===== config.mk =====
export PLATFORM = sky130hd
export DESIGN_NAME = dpm_div
export DESIGN_NICKNAME = d
export VERILOG_FILES = /design/src/rtl/dpm_div.sv
export SDC_FILE = /design/constraint.sdc
export NUM_CORES = 2
export LEC_CHECK = 0
export BUFFER_PORTS_ARGS = -buffer_cell sky130_fd_sc_hd__buf_2
export CORE_MARGIN = 2
export CORE_UTILIZATION = 40
export DETAILED_ROUTE_END_ITERATION = 6
export HOLD_SLACK_MARGIN = 0.08
export PLACE_DENSITY = 0.67
export SYNTH_ARGS = -nofsm -noshare
export SYNTH_HDL_FRONTEND = slang
export SYNTH_SLANG_ARGS = --single-unit

===== constraint.sdc =====
create_clock -name clk -period 4.7 [get_ports clk]
set_clock_uncertainty 0.15 [all_clocks]
set_input_delay 0.235 -clock clk [delete_from_list [all_inputs] [get_ports clk]]
set_output_delay 0.235 -clock clk [all_outputs]
set_load 0.005 [all_outputs]

===== src/rtl/dpm_div.sv =====
// ----------------------------------------------------------------------------
// Pipelined restoring divider
// One quotient bit per register stage, with a side payload that travels
// alongside each request. The numerator must give a quotient below 2^QUO_W.
// ----------------------------------------------------------------------------
`default_nettype none

module dpm_div #(
  parameter int NUM_W  = 53,
  parameter int DEN_W  = 22,
  parameter int QUO_W  = 34,
  parameter int SIDE_W = 1
) (
  input  logic              clk,
  input  logic              rst,
  input  logic              en,
  input  logic              in_valid,
  input  logic [NUM_W-1:0]  in_num,
  input  logic [DEN_W-1:0]  in_den,
  input  logic [SIDE_W-1:0] in_side,
  output logic              out_valid,
  output logic [QUO_W-1:0]  out_quo,
  output logic [SIDE_W-1:0] out_side
);

  logic              valid_r [QUO_W];
  logic [DEN_W-1:0]  rem_r   [QUO_W];
  logic [QUO_W-1:0]  lq_r    [QUO_W];
  logic [DEN_W-1:0]  den_r   [QUO_W];
  logic [SIDE_W-1:0] side_r  [QUO_W];

  genvar s;
  for (s = 0; s < QUO_W; s++) begin : g_step
    logic              p_valid;
    logic [DEN_W-1:0]  p_rem;
    logic [QUO_W-1:0]  p_lq;
    logic [DEN_W-1:0]  p_den;
    logic [SIDE_W-1:0] p_side;
    logic [DEN_W:0]    trial;
    logic              ge;

    // Pick up the previous stage, or the request at the first one
    if (s == 0) begin : g_first
      always_comb begin
        p_valid = in_valid;
        p_rem   = DEN_W'(in_num[NUM_W-1:QUO_W]);
        p_lq    = in_num[QUO_W-1:0];
        p_den   = in_den;
        p_side  = in_side;
      end
    end else begin : g_next
      always_comb begin
        p_valid = valid_r[s-1];
        p_rem   = rem_r[s-1];
        p_lq    = lq_r[s-1];
        p_den   = den_r[s-1];
        p_side  = side_r[s-1];
      end
    end

    // Trial subtract of the next numerator bit
    assign trial = {p_rem, p_lq[QUO_W-1]};
    assign ge    = trial >= {1'b0, p_den};

    always_ff @(posedge clk) begin
      if (rst) begin
        valid_r[s] <= 1'b0;
      end else if (en) begin
        valid_r[s] <= p_valid;
      end
    end

    // Advance remainder, shift in the quotient bit
    always_ff @(posedge clk) begin
      if (en) begin
        rem_r[s]  <= ge ? DEN_W'(trial - {1'b0, p_den}) : DEN_W'(trial);
        lq_r[s]   <= {p_lq[QUO_W-2:0], ge};
        den_r[s]  <= p_den;
        side_r[s] <= p_side;
      end
    end
  end

  assign out_valid = valid_r[QUO_W-1];
  assign out_quo   = lq_r[QUO_W-1];
  assign out_side  = side_r[QUO_W-1];

endmodule

`default_nettype wire


======== Yosys cells after proc, flatten, opt, wreduce, memory -nomap -nowiden ========
Memory sizes are Yosys's and may differ from the RTL's.
Cells that the tools add are included.
storage, ports and cells
  input port bits ......................... 80
  memory bits (writable) .................. 2720
  output and inout bits ................... 36
  logic and storage cells ................. 181
  bits in registers ....................... 0
  memories kept ........................... 5
memory list
  memory   depth  bits a word  read ports  clocked after Yosys merged registers in  wr ports  line  text
  lq_r     34     34           34          0                                        34        28    logic [QUO_W-1:0] lq_r [QUO_W];
  den_r    34     22           33          0                                        34        29    logic [DEN_W-1:0] den_r [QUO_W];
  rem_r    34     22           33          0                                        34        27    logic [DEN_W-1:0] rem_r [QUO_W];
  side_r   34     1            34          0                                        34        30    logic [SIDE_W-1:0] side_r [QUO_W];
  valid_r  34     1            34          0                                        34        26    logic valid_r [QUO_W];
operators by class
  magnitude comparators ................... 34
  muxes and demuxes ....................... 74
  add/sub/neg operators ................... 34
  bitwise operators ....................... 34
operators by type and width
  operator                                          count
  23-bit by 22-bit >= comparator with 1-bit output  33
  22-bit 2-to-1 mux                                 34
  22-bit subtractor                                 33
  1-bit 2-to-1 mux                                  40
  1-bit bitwise OR                                  34
  20-bit by 22-bit >= comparator with 1-bit output  1
  20-bit by 22-bit subtractor with 22-bit output    1

======== Depth between registers and ports, before layout ========
  depth after elaboration ................. 4
  depth in mapped cells ................... 15
  depth with buffers taken out ............ 13

======== Least setup slack after synthesis ========
OpenSTA, ideal clock, no wires.
  path kind ............................... flip-flop to flip-flop
  from .................................... memory rem_r[14][0]
  to ...................................... memory rem_r[15][13], data pin
  data required time ...................... 4.290 ns
  stages on the path, launching flop included .. 11
  clock period less this slack ............ 3.444 ns
  path slack .............................. 1.256 ns
  setup time .............................. 0.260 ns
  arrival ................................. 3.034 ns
  path buffers ............................ 1
  cell sequence ........................... edfxtp_1 -> ha_1 -> nor2b_1 -> o31a_1 -> or3_1 -> a41o_1 -> a21oi_2 -> a31oi_1 -> a2111oi_4 -> buf_6 -> mux2_2
RTL lines
  element          line
  start, declared  27

==> results.cfg <==
[timing]
max_clock_freq_mhz = 220
tns_ns = 0
max_slew.worst_pin.slew_ns = 1.22
setup_viol = 0
slew-limit-headroom_pct = 19.0
rsz0062_at_grt = false
period_share_pct = 96.5
fin_crit_ns = 4.54
report.final.slew_viol_count = 0
hold_viol_final = 0

[floorplan]
die_area_um2 = 318000
initial_core_util_pct = 40.2
fp-row-count = 205
core_um2 = 312000
die-height_um = 564
die_w_um = 564
num_io_pins = 116

[route]
wl_met1_mm = 114
ant_nets = 0
drt_wl_total_mm = 259
vias = 74100
drtPass1Iterations = 5
top_layer_used = met4
wl_met3_mm = 10.3
drc_errors = 0
vias_per_cell = 5.17
wire_per_inst_um = 18.1
dr_wl_met2_mm = 127
drt-initial-drc-count = 5809

[power_and_ir_drop]
comb_power_share_pct = 36.3
ir_drop_mv = 0.355
totalPowerFinal_mw = 93.2
power_frac_clock_pct = 25.1
power_density_nw_per_um2 = 651
netSwitchingFraction_pct = 33.9
seq_power_share_pct = 38.6
p_switching_mw = 31.6
p_leak_nw = 55.6
intPower_mw = 61.6

[clocking]
cts_htree_levels = 5
tritoncts = built
clkTransAtPathRegs_ns = 0.06
clock_latency_ns = 0.89
clockRootBuffer = clkbuf_16
cts_buffer_depth = 4
cts.sinks = 2676
numCtsBuffers = 303

[layout]
fillCellCount = 27400
drive_gt1_share_pct = 9.66
finalNetCount = 10800
final_area_um2 = 143000
syn2layout_area_growth_pct = 14.2
multi_input_area_um2 = 40700
seq_area_um2 = 80400

[place]
port_buffers = 115
place_congestion = 0.900
dp_hpwl_mm = 182
postPlaceCellArea_um2 = 131000

[synthesis]
synth_edf_count = 2676
synth_area_leaders = edfxtp_1 (64%), ha_1 (7.5%), inv_1 (2.9%)
synth_nets = 10300
ys_warn_count = 0
synth_compound_area_share_pct = 11.0
synth_adder_area_share_pct = 7.98
ys_ff_latch = 2676
synthTopCellsByCount = edfxtp_1 (2676), inv_1 (954), ha_1 (746), a21oi_1 (658)
yosys.area.top_type = edfxtp_1
yosysTopAreaCellShare_pct = 64.2
synth.area.mux_share_pct = 2.87
syn-instance-count = 9430
synth_top_family_by_area = compound AO/OA/AOI/OAI gates
async_flop_share_pct = 0
avgSynthCellArea_um2 = 13.3
synth.cell_area_um2 = 125000
synth_most_common_cell = edfxtp_1
synth_simple_gate_area_share_pct = 6.45
seq_area_frac_synth_pct = 64.2
synthFlopType = edfxtp_1
ys_types = 83
synthXorXnorAreaFrac_pct = 4.10

[critical_path]
cp_max_fo = 26
crit_top_cell = dlygate4sd3_1
end_kind = flip-flop
critPathKind = input port to flip-flop
crit_path_top_delay_cell = dlygate4sd3_1
cpLargestDelayFamily = buffers and inverters
setup.worst_path.start_class = input port
cp_num_buf_inv = 7
critPathArrivalTime_ns = 5.01
crit_chain = dlygate4sd3_1, buf_2, dlygate4sd3_1, inv_1, ha_1, inv_1, fa_1, a211oi_2, o21ai_0, a31oi_2, o221ai_2, o41ai_4, a21oi_1, o31a_1, buf_4, mux2_1, dlygate4sd3_1
rrSetupSlack_ns = 0.47
critPathRequiredTime_ns = 5.18
cp_slowest_stage_delay_ns = 0.55

[global_route]
grt_max_degree = 172
grt-ovfl-total = 0
grt_usage_pct = 16.0
grt_pass1_wl_mm = 410
grt_pass1_vias = 73700
antenna_found_initial = 1

[job]
max-cap-violations = 0

[worst_hold_path]
hp-class = input port to flip-flop

[run_status]
status = complete, no violations
per-layer routing:
layer | vias to the layer above | global-route usage (%)
li1 | 36000 | -
met1 | 35900 | 21.0
met2 | 1668 | 27.6
met3 | 479 | 1.98
met4 | 0 | 4.93
met5 | - | 0
what timing repair did:
action / in CTS / in global routing
buffers inserted: 0 / 3
endpoints found under the setup margin: 0 / 13
gates resized for setup: 0 / 4
hold buffers: 169 / 0
hold endpoints to repair: 255 / 0
power by group through the flow:
| stage | combinational (mW) | sequential [mW] | clock [mW] |
|---|---|---|---|
| detailed placement | 33.4 | 36.5 | 0 |
| finish | 33.8 | 36.0 | 23.4 |
| global placement | 32.6 | 36.5 | 0 |
| CTS | 33.7 | 36.1 | 24.2 |
| floorplan | 25.8 | 34.9 | 0 |
| global route | 37.9 | 36.5 | 25.2 |
sequential cells by signal, summed over array words and instances, names as in the netlist:
signal	flops
den_r	726
lq_r	1156
rem_r	726
side_r	34
valid_r	34
worst register-to-register path: cells and delay by family (launching register included):
kind                     cells  cell delay [ns]
AO/OA/AOI/OAI                7             2.37
flip-flops                   1             0.44
adder cells (fa/ha/maj)      1             0.36
buffers and inverters        1             0.33
AND/OR/NAND/NOR              2             0.24
kinds of logic after synthesis:
group | Yosys count
adder cells (fa/ha/maj) | 779
multiplexers | 322
AO/OA/AOI/OAI | 2217
buffers and inverters | 1122
AND/OR/NAND/NOR | 1728
XOR/XNOR | 586
flip-flops | 2676
final timing paths:
path | startpoint | end | cells after the start
max | in_num[33] | rem_r[0][14] | 17
min | in_num[44] | rem_r[0][11] | 4
max reg2reg | rem_r[3][0] | rem_r[4][20] | 11
min reg2reg | lq_r[32][5] | lq_r[33][6] | 0
area by class of cell:
type | instances | share of cell area (%)
clock inverters | 185 | 1.45
inverters | 955 | 2.51
flip-flops and latches | 2676 | 56.2
well taps | 4140 | 3.62
multi-input cells | 5632 | 28.4
diodes | 2 | 0.00350
repair buffers | 387 | 2.35
clock buffers | 356 | 5.45
metrics by stage:
step,util [%],setup WS (ns),hold slack [ns],std cells
final,45.9,0.163,0.185,14300
after global routing,45.9,0.0109,0.168,14300
after CTS,45.9,0.0736,0.126,14300
after detailed placement,42.2,0.550,0.255,13600
after global placement,42.2,0.565,0.251,13600
after floorplan,-,1.26,0.184,9430
layout by cell type (no fill, tap or decap), types with 97 or more instances in the layout:
cell and n:
xor2_1 229, nand2_1 588, a21o_1 315, edfxtp_1 2676, xnor2_1 357, a21oi_1 657, clkbuf_16 304, mux2_2 277
nand3_1 149, inv_1 954, dlygate4sd3_1 169, nor2_1 410, ha_1 746, o21ai_0 587, nor3_1 109, o21a_1 97
buf_2 114
No activity file was read; power rests on OpenSTA's default activity.
